--- config.mk ---
export PLATFORM = sky130hd
export DESIGN_NAME = page_replacement_fifo_lru
export DESIGN_NICKNAME = d
export VERILOG_FILES = /design/src/rtl/prf_pkg.sv /design/src/rtl/page_replacement_fifo_lru.sv
export SDC_FILE = /design/constraint.sdc
export NUM_CORES = 1
export LEC_CHECK = 0
export BUFFER_PORTS_ARGS = -buffer_cell sky130_fd_sc_hd__buf_4
export CAP_MARGIN = 5
export CORE_ASPECT_RATIO = 1.4
export CORE_MARGIN = 2
export CORE_UTILIZATION = 35
export DETAILED_ROUTE_END_ITERATION = 12
export SYNTH_ARGS = -nofsm -noshare
export SYNTH_HDL_FRONTEND = slang
export SYNTH_SLANG_ARGS = --single-unit
--- constraint.sdc ---
create_clock -name i_clk -period 38.2 [get_ports i_clk]
set_input_delay 3.82 -clock i_clk [delete_from_list [all_inputs] [get_ports i_clk]]
set_output_delay 3.82 -clock i_clk [all_outputs]
set_load 0.005 [all_outputs]
--- src/rtl/prf_pkg.sv ---
// ---------------------------------------------------------------------------
// prf_pkg
// Shared constants and types for the FIFO/LRU page replacement unit.
// ---------------------------------------------------------------------------
package prf_pkg;

    // defaults for the top-level parameters
    localparam int MAX_FRAMES_DEF = 8;
    localparam int PAGE_WIDTH_DEF = 16;

    // fixed field widths of the stream words
    localparam int PAGE_FIELD_W  = 16;
    localparam int SLOT_FIELD_W  = 3;
    localparam int TOTAL_FIELD_W = 16;
    localparam int IN_DATA_W     = 16;
    localparam int OUT_DATA_W    = 40;
    localparam int OUT_USED_W    = 1 + SLOT_FIELD_W + 1 + PAGE_FIELD_W + TOTAL_FIELD_W;
    localparam int OUT_PAD_W     = OUT_DATA_W - OUT_USED_W;

    // configuration port
    localparam int CFG_IDX_W  = 1;
    localparam int CFG_DATA_W = 4;

    localparam logic [CFG_IDX_W-1:0] CFG_FRAMES_IN_USE = 1'b0;
    localparam logic [CFG_IDX_W-1:0] CFG_POLICY_MODE   = 1'b1;

    localparam logic [CFG_DATA_W-1:0] FRAMES_IN_USE_RST = 4'd8;

    localparam logic [TOTAL_FIELD_W-1:0] FAULT_MAX = '1;

    typedef enum logic {
        POLICY_FIFO = 1'b0,
        POLICY_LRU  = 1'b1
    } t_policy;

    // one result word
    typedef struct packed {
        logic [TOTAL_FIELD_W-1:0] fault_total;
        logic [PAGE_FIELD_W-1:0]  evicted_page;
        logic                     evicted_valid;
        logic [SLOT_FIELD_W-1:0]  slot_index;
        logic                     page_fault;
    } t_result;

endpackage

--- src/rtl/page_replacement_fifo_lru.sv ---
// ---------------------------------------------------------------------------
// page_replacement_fifo_lru
// a page word is held in the input register, then its result word in the result register
// throughput: one page reference per cycle while the result stream does not stall,
//   with the frame compare and victim select combinational between the two registers
// reset: synchronous, clears all frames to empty, the fault count to zero,
//   and the configuration to all eight frames in FIFO mode
// ---------------------------------------------------------------------------
module page_replacement_fifo_lru #(
    parameter int MAX_FRAMES = prf_pkg::MAX_FRAMES_DEF,
    parameter int PAGE_WIDTH = prf_pkg::PAGE_WIDTH_DEF
) (
    input  logic                              i_clk,
    input  logic                              i_rst_n,
    // configuration write port
    input  logic                              i_cfg_we,
    input  logic [prf_pkg::CFG_IDX_W-1:0]     i_cfg_idx,
    input  logic [prf_pkg::CFG_DATA_W-1:0]    i_cfg_data,
    // page reference stream
    input  logic                              s_axis_tvalid,
    output logic                              s_axis_tready,
    input  logic [prf_pkg::IN_DATA_W-1:0]     s_axis_tdata,  // [15:0] page_number
    // result stream
    output logic                              m_axis_tvalid,
    input  logic                              m_axis_tready,
    // [0] page_fault, [3:1] slot_index, [4] evicted_valid, [20:5] evicted_page,
    // [36:21] fault_total, [39:37] zero
    output logic [prf_pkg::OUT_DATA_W-1:0]    m_axis_tdata
);

    localparam int SLOT_W = (MAX_FRAMES > 1) ? $clog2(MAX_FRAMES) : 1;
    localparam int CNT_W  = ($clog2(MAX_FRAMES + 1) > prf_pkg::CFG_DATA_W) ?
                            $clog2(MAX_FRAMES + 1) : prf_pkg::CFG_DATA_W;

    // configuration
    logic [prf_pkg::CFG_DATA_W-1:0] r_frames_cfg;
    prf_pkg::t_policy               r_policy;

    // input stage
    logic                            r_in_valid;
    logic [prf_pkg::IN_DATA_W-1:0]   r_in_page;

    // frame state
    logic [PAGE_WIDTH-1:0] r_pages [MAX_FRAMES];
    logic [MAX_FRAMES-1:0] r_valid;
    logic [SLOT_W-1:0]     r_rank  [MAX_FRAMES];
    logic [SLOT_W-1:0]     r_fifo_ptr;
    logic [CNT_W-1:0]      r_filled;
    logic [prf_pkg::TOTAL_FIELD_W-1:0] r_faults;

    // result stage
    logic             r_out_valid;
    prf_pkg::t_result r_out;

    logic w_adv;
    logic w_go;

    // combinational work on the word in the input stage
    logic [PAGE_WIDTH-1:0]             w_page;
    logic [CNT_W-1:0]                  w_eff;
    logic                              w_hit;
    logic [SLOT_W-1:0]                 w_hit_slot;
    logic [SLOT_W-1:0]                 w_lru_slot;
    logic [SLOT_W-1:0]                 w_slot;
    logic                              w_fill;
    logic                              w_replace;
    logic [SLOT_W-1:0]                 w_old_rank;
    logic [CNT_W-1:0]                  w_slot_next;
    logic [SLOT_W-1:0]                 n_rank [MAX_FRAMES];
    logic [prf_pkg::TOTAL_FIELD_W-1:0] n_faults;
    prf_pkg::t_result                  n_out;

    assign w_adv         = !r_out_valid || m_axis_tready;
    assign w_go          = r_in_valid && w_adv;
    assign s_axis_tready = !r_in_valid || w_adv;
    assign m_axis_tvalid = r_out_valid;
    assign m_axis_tdata  = {{prf_pkg::OUT_PAD_W{1'b0}}, r_out};

    always_comb begin
        w_page = PAGE_WIDTH'(r_in_page);

        // zero acts as one, oversize acts as the full set
        if (r_frames_cfg == '0) begin
            w_eff = CNT_W'(1);
        end else if (CNT_W'(r_frames_cfg) > CNT_W'(MAX_FRAMES)) begin
            w_eff = CNT_W'(MAX_FRAMES);
        end else begin
            w_eff = CNT_W'(r_frames_cfg);
        end

        // lowest matching frame in use wins
        w_hit      = 1'b0;
        w_hit_slot = '0;
        for (int k = MAX_FRAMES - 1; k >= 0; k--) begin
            if (CNT_W'(k) < w_eff && r_valid[k] && r_pages[k] == w_page) begin
                w_hit      = 1'b1;
                w_hit_slot = SLOT_W'(k);
            end
        end

        // oldest rank among frames in use, first one on a tie
        w_lru_slot = '0;
        for (int k = 1; k < MAX_FRAMES; k++) begin
            if (CNT_W'(k) < w_eff && r_rank[k] > r_rank[w_lru_slot]) begin
                w_lru_slot = SLOT_W'(k);
            end
        end

        w_fill = !w_hit && (r_filled < w_eff);
        priority if (w_hit) begin
            w_slot = w_hit_slot;
        end else if (w_fill) begin
            w_slot = SLOT_W'(r_filled);
        end else if (r_policy == prf_pkg::POLICY_FIFO) begin
            w_slot = (CNT_W'(r_fifo_ptr) < w_eff) ? r_fifo_ptr : '0;
        end else begin
            w_slot = w_lru_slot;
        end

        w_replace  = !w_hit && r_valid[w_slot];
        w_old_rank = r_rank[w_slot];

        // touched frame becomes youngest, the younger ones age by one (every valid one on a fill)
        for (int k = 0; k < MAX_FRAMES; k++) begin
            if (SLOT_W'(k) == w_slot) begin
                n_rank[k] = '0;
            end else if (r_valid[k] && (w_fill || r_rank[k] < w_old_rank)) begin
                n_rank[k] = r_rank[k] + 1'b1;
            end else begin
                n_rank[k] = r_rank[k];
            end
        end

        w_slot_next = CNT_W'(w_slot) + 1'b1;
        if (w_slot_next == w_eff) begin
            w_slot_next = '0;
        end

        if (!w_hit && r_faults != prf_pkg::FAULT_MAX) begin
            n_faults = r_faults + 1'b1;
        end else begin
            n_faults = r_faults;
        end

        n_out.page_fault    = !w_hit;
        n_out.slot_index    = prf_pkg::SLOT_FIELD_W'(w_slot);
        n_out.evicted_valid = w_replace;
        n_out.evicted_page  = w_replace ? prf_pkg::PAGE_FIELD_W'(r_pages[w_slot]) : '0;
        n_out.fault_total   = n_faults;
    end

    always_ff @(posedge i_clk) begin
        if (!i_rst_n) begin
            r_frames_cfg <= prf_pkg::FRAMES_IN_USE_RST;
            r_policy     <= prf_pkg::POLICY_FIFO;
        end else if (i_cfg_we) begin
            unique case (i_cfg_idx)
                prf_pkg::CFG_FRAMES_IN_USE: r_frames_cfg <= i_cfg_data;
                prf_pkg::CFG_POLICY_MODE:   r_policy     <= prf_pkg::t_policy'(i_cfg_data[0]);
                default: ;
            endcase
        end
    end

    always_ff @(posedge i_clk) begin
        if (!i_rst_n) begin
            r_in_valid <= 1'b0;
        end else if (s_axis_tvalid && s_axis_tready) begin
            r_in_valid <= 1'b1;
        end else if (w_go) begin
            r_in_valid <= 1'b0;
        end
    end

    always_ff @(posedge i_clk) begin
        if (s_axis_tvalid && s_axis_tready) begin
            r_in_page <= s_axis_tdata;
        end
    end

    always_ff @(posedge i_clk) begin
        if (!i_rst_n) begin
            r_valid    <= '0;
            r_fifo_ptr <= '0;
            r_filled   <= '0;
            r_faults   <= '0;
            for (int k = 0; k < MAX_FRAMES; k++) begin
                r_rank[k] <= '0;
            end
        end else if (w_go) begin
            for (int k = 0; k < MAX_FRAMES; k++) begin
                r_rank[k] <= n_rank[k];
            end
            r_faults <= n_faults;
            if (!w_hit) begin
                r_valid[w_slot] <= 1'b1;
                r_fifo_ptr      <= SLOT_W'(w_slot_next);
            end
            if (w_fill) begin
                r_filled <= r_filled + 1'b1;
            end
        end
    end

    // page store, only read where the valid bit is set
    always_ff @(posedge i_clk) begin
        if (w_go && !w_hit) begin
            r_pages[w_slot] <= w_page;
        end
    end

    always_ff @(posedge i_clk) begin
        if (!i_rst_n) begin
            r_out_valid <= 1'b0;
        end else if (w_go) begin
            r_out_valid <= 1'b1;
        end else if (m_axis_tready) begin
            r_out_valid <= 1'b0;
        end
    end

    always_ff @(posedge i_clk) begin
        if (w_go) begin
            r_out <= n_out;
        end
    end

endmodule

==> results.md <==
* Status: finished clean
* End of the critical path: r_rank[0][1]
* Critical path required time at 38.40 ns
* Leakage at roughly 5.7 nW
* CP endpoint kind: flip-flop
* CTS tree: done
* Peak supply drop at about 27 µV
* Fill count at between 3000 and 4000
* Post-Syn Instances at roughly 1400
* Setup bufs post-CTS at 0
* Dominant synthesized flop cell: edfxtp_1
* Die Area at just over 0.04 mm²
* Placeable Area at a little under 0.04 mm²
* Vias after detailed routing at about 11000
* Vias in the first global route at ~11000
* Crit Path Max Fanout at 75
* Layout cells sized above 1 at 0.110
* Setup violators final at 0
* CTS Sinks at between 200 and 250
* CTS Root Cell: clkbuf_16
* Initial core utilization at 0.353
* Most Frequent Cell on Critical Path: ha_1
* FP Rows at 86
* Post-DP HPWL at roughly 31 mm
* Final setup skew at about 0.013 ns
* Startpoint types: flip-flop
* Layout Nets at between 1000 and 1500
* RSZ-0062 raised after global routing: false
* Synth-to-Final Area Change at 13.5%
* Critical Path Max Stage Delay at about 0.86 ns
* Routed wire per std cell at approximately 22 µm
* Clock slew at reported path FFs at roughly 0.060 ns
* Total CTS buffers at 26
* Vias per Instance at ~5.5
* Hold-fix buffers, CTS at 0
* Register area share after synthesis at 0.500
* DRC at 0
* Initial antenna violation count at 0
* DRT Wirelength at 42.9 mm
* Reg-to-Reg Start: r_rank[0][1]
* Post_cts resized at 0
* Total power at 831 µW
* Die W at about 170 µm
* Relative slew margins at 0.257
* Top-Level Pins at 68
* Setup total negative slack at 0 ns
* Critical path origin: r_rank[0][1]
* Die height at 239 µm
* Slowest CP cell: nor3_1
* Gpl congestion at between 0.9 and 1
* Final ANT Viol Nets at 0
* Warnings from Yosys at 0
* Arrival @ worst endpoint at ~14 ns
* Tmin final at 14.22 ns
* R2r setup slk at roughly 24 ns
* Kind of critical path: reg2reg
* Worst slew pin tran at between 1 and 1.5 ns
* Slew Viols, Final at 0
* ANT cells at 0
* Ys async rst share at 0
* DRT iter0 DRCs at 853
* Worst R2R End: r_rank[0][1]
* PwrDens at between 50 and 60 mW/mm²
* Post-synth EDFFs at between 200 and 250
* DRT Pass-1 Iters at 5
* Cell depth of the worst flop-to-flop path at 57
* Total grt overflow at 0
* Largest net degree at the start of global routing at 76
* Clock buffer depth at 3
* Fmax at between 0.07 and 0.08 GHz
* Final period utilization at 0.372
* Final Hold Violating Endpoints at 0
* Clock Latency Late Sink at ~0.55 ns
* Post-synthesis register bit count at approximately 240
* Port bufs at 64
* # H-tree levels at 1
* Post-Syn Area at roughly 0.014 mm²
* Hold Crit Class: reg2reg
* Global-route wire length before repair at roughly 64 mm
* Maxcap violations at 0
* Mean Syn Cell Area at just over 10 µm²
* Count of cell types in the netlist at just under 80
* Total GRT Usage at 0.207
## final cells by class
type | instances | area [µm²] | share of cell area
flip-flops and latches | 243 | 6920 | 0.441
clock buffers | 26 | 651 | 0.0414
well taps | 528 | 661 | 0.0421
clock inverters | 22 | 253 | 0.0161
inverters | 37 | 139 | 0.00885
repair buffers | 79 | 593 | 0.0378
multi-input cells | 1005 | 6490 | 0.413
## worst max-delay path, delay by kind of cell, from the launching register on
family / cells / cell delay [ns]
AO/OA/AOI/OAI: 28 / 5.80
adder cells (fa/ha/maj): 8 / 2.31
buffers and inverters: 3 / 0.96
flip-flops: 1 / 0.55
multiplexers: 4 / 1.21
AND/OR/NAND/NOR: 14 / 3.01
## cells in the final DEF (no fill, tap or decap), drive strengths merged, types with 7 or more instances in the layout
| master | count |
|---|---|
| xnor2 | 82 |
| dfxtp | 38 |
| edfxtp | 205 |
| nand3 | 85 |
| a31oi | 22 |
| inv | 39 |
| or2 | 11 |
| o21ai | 41 |
| a211oi | 13 |
| nor3 | 22 |
| o21a | 13 |
| a21boi | 17 |
| a311oi | 10 |
| and2 | 17 |
| clkinv | 14 |
| clkbuf | 26 |
| nand2 | 207 |
| nor4b | 8 |
| nor4 | 24 |
| or3 | 14 |
| nor2b | 14 |
| a21o | 7 |
| buf | 79 |
| a21oi | 39 |
| or4 | 8 |
| mux2i | 15 |
| ha | 50 |
| a211o | 10 |
| xor2 | 79 |
| nand2b | 9 |
| nand4 | 35 |
| and3 | 18 |
| nor2 | 71 |
## sequential cells by signal (all words and copies together), names as in the netlist
name,cells
r_faults,16
r_pages,128
r_rank,24
m_axis_tvalid,1
r_in_page,16
r_filled,4
r_policy,1
r_frames_cfg,4
m_axis_tdata,37
r_in_valid,1
r_fifo_ptr,3
r_valid,8
## cell families after synthesis
family,synth area share
and+or+nand+nor,0.200
DFF,0.500
AOI/OAI and AO/OA,0.104
xor gates and xnor gates,0.102
buffers and inverters,0.0335
adders and majority gates,0.0452
muxes,0.0149
other,0.000271
## power by group
group          switching, mW  internal [mW]
combinational          0.156         0.0982
sequential            0.0143          0.298
clock                  0.106          0.159
total                  0.276          0.555
## cell usage after synthesis (all sizes together), types with 9 or more instances
library cell	number	area, µm²
a211o	10	87.6
a211oi	13	97.6
a21boi	17	128
a21oi	39	195
a311oi	10	87.6
a31oi	22	138
and2	17	106
and3	18	113
buf	36	209
clkbuf	31	116
dfxtp	38	761
edfxtp	205	6160
ha	50	626
inv	36	135
mux2i	15	150
nand2	207	787
nand2b	9	56.3
nand3	85	430
nand4	35	231
nor2	71	267
nor2b	14	87.6
nor3	22	115
nor4	24	156
o21a	13	97.6
o21ai	41	205
or2	11	68.8
or3	14	87.6
xnor2	82	718
xor2	79	692
## per-stage QoR
| stage | utilization | instances | hold WS (ns) | setup slack, ns | cell area (µm²) |
|---|---|---|---|---|---|
| global route | 0.401 | 1940 | 0.511 | 22.87 | 15700 |
| CTS | 0.401 | 1940 | 0.488 | 24.10 | 15700 |
| finish | 0.401 | 1940 | 0.489 | 23.98 | 15700 |
| global placement | 0.378 | 1892 | 0.477 | 24.39 | 14800 |
| floorplan | - | 1352 | 0.454 | 26.04 | 13800 |
| detailed placement | 0.378 | 1892 | 0.480 | 24.21 | 14800 |
## layer usage
metal	vias up	GRT usage	wire length [µm]
met5	-	0	0
met4	0	0.123	2780
met3	116	0.0225	1960
met2	359	0.380	22500
met1	5159	0.227	15700
li1	4986	-	-
## worst min-delay path by stage
stage                  start            end  cells after the start
3_3_place_gp   r_fifo_ptr[0]  r_fifo_ptr[0]                      2
4_1_cts        r_fifo_ptr[0]  r_fifo_ptr[0]                      2
6_report       r_fifo_ptr[0]  r_fifo_ptr[0]                      2
2_1_floorplan  r_fifo_ptr[1]  r_fifo_ptr[1]                      2
3_5_place_dp   r_fifo_ptr[0]  r_fifo_ptr[0]                      2
5_1_grt        r_fifo_ptr[2]  r_fifo_ptr[2]                      2
No activity file was read; power rests on OpenSTA's default activity.
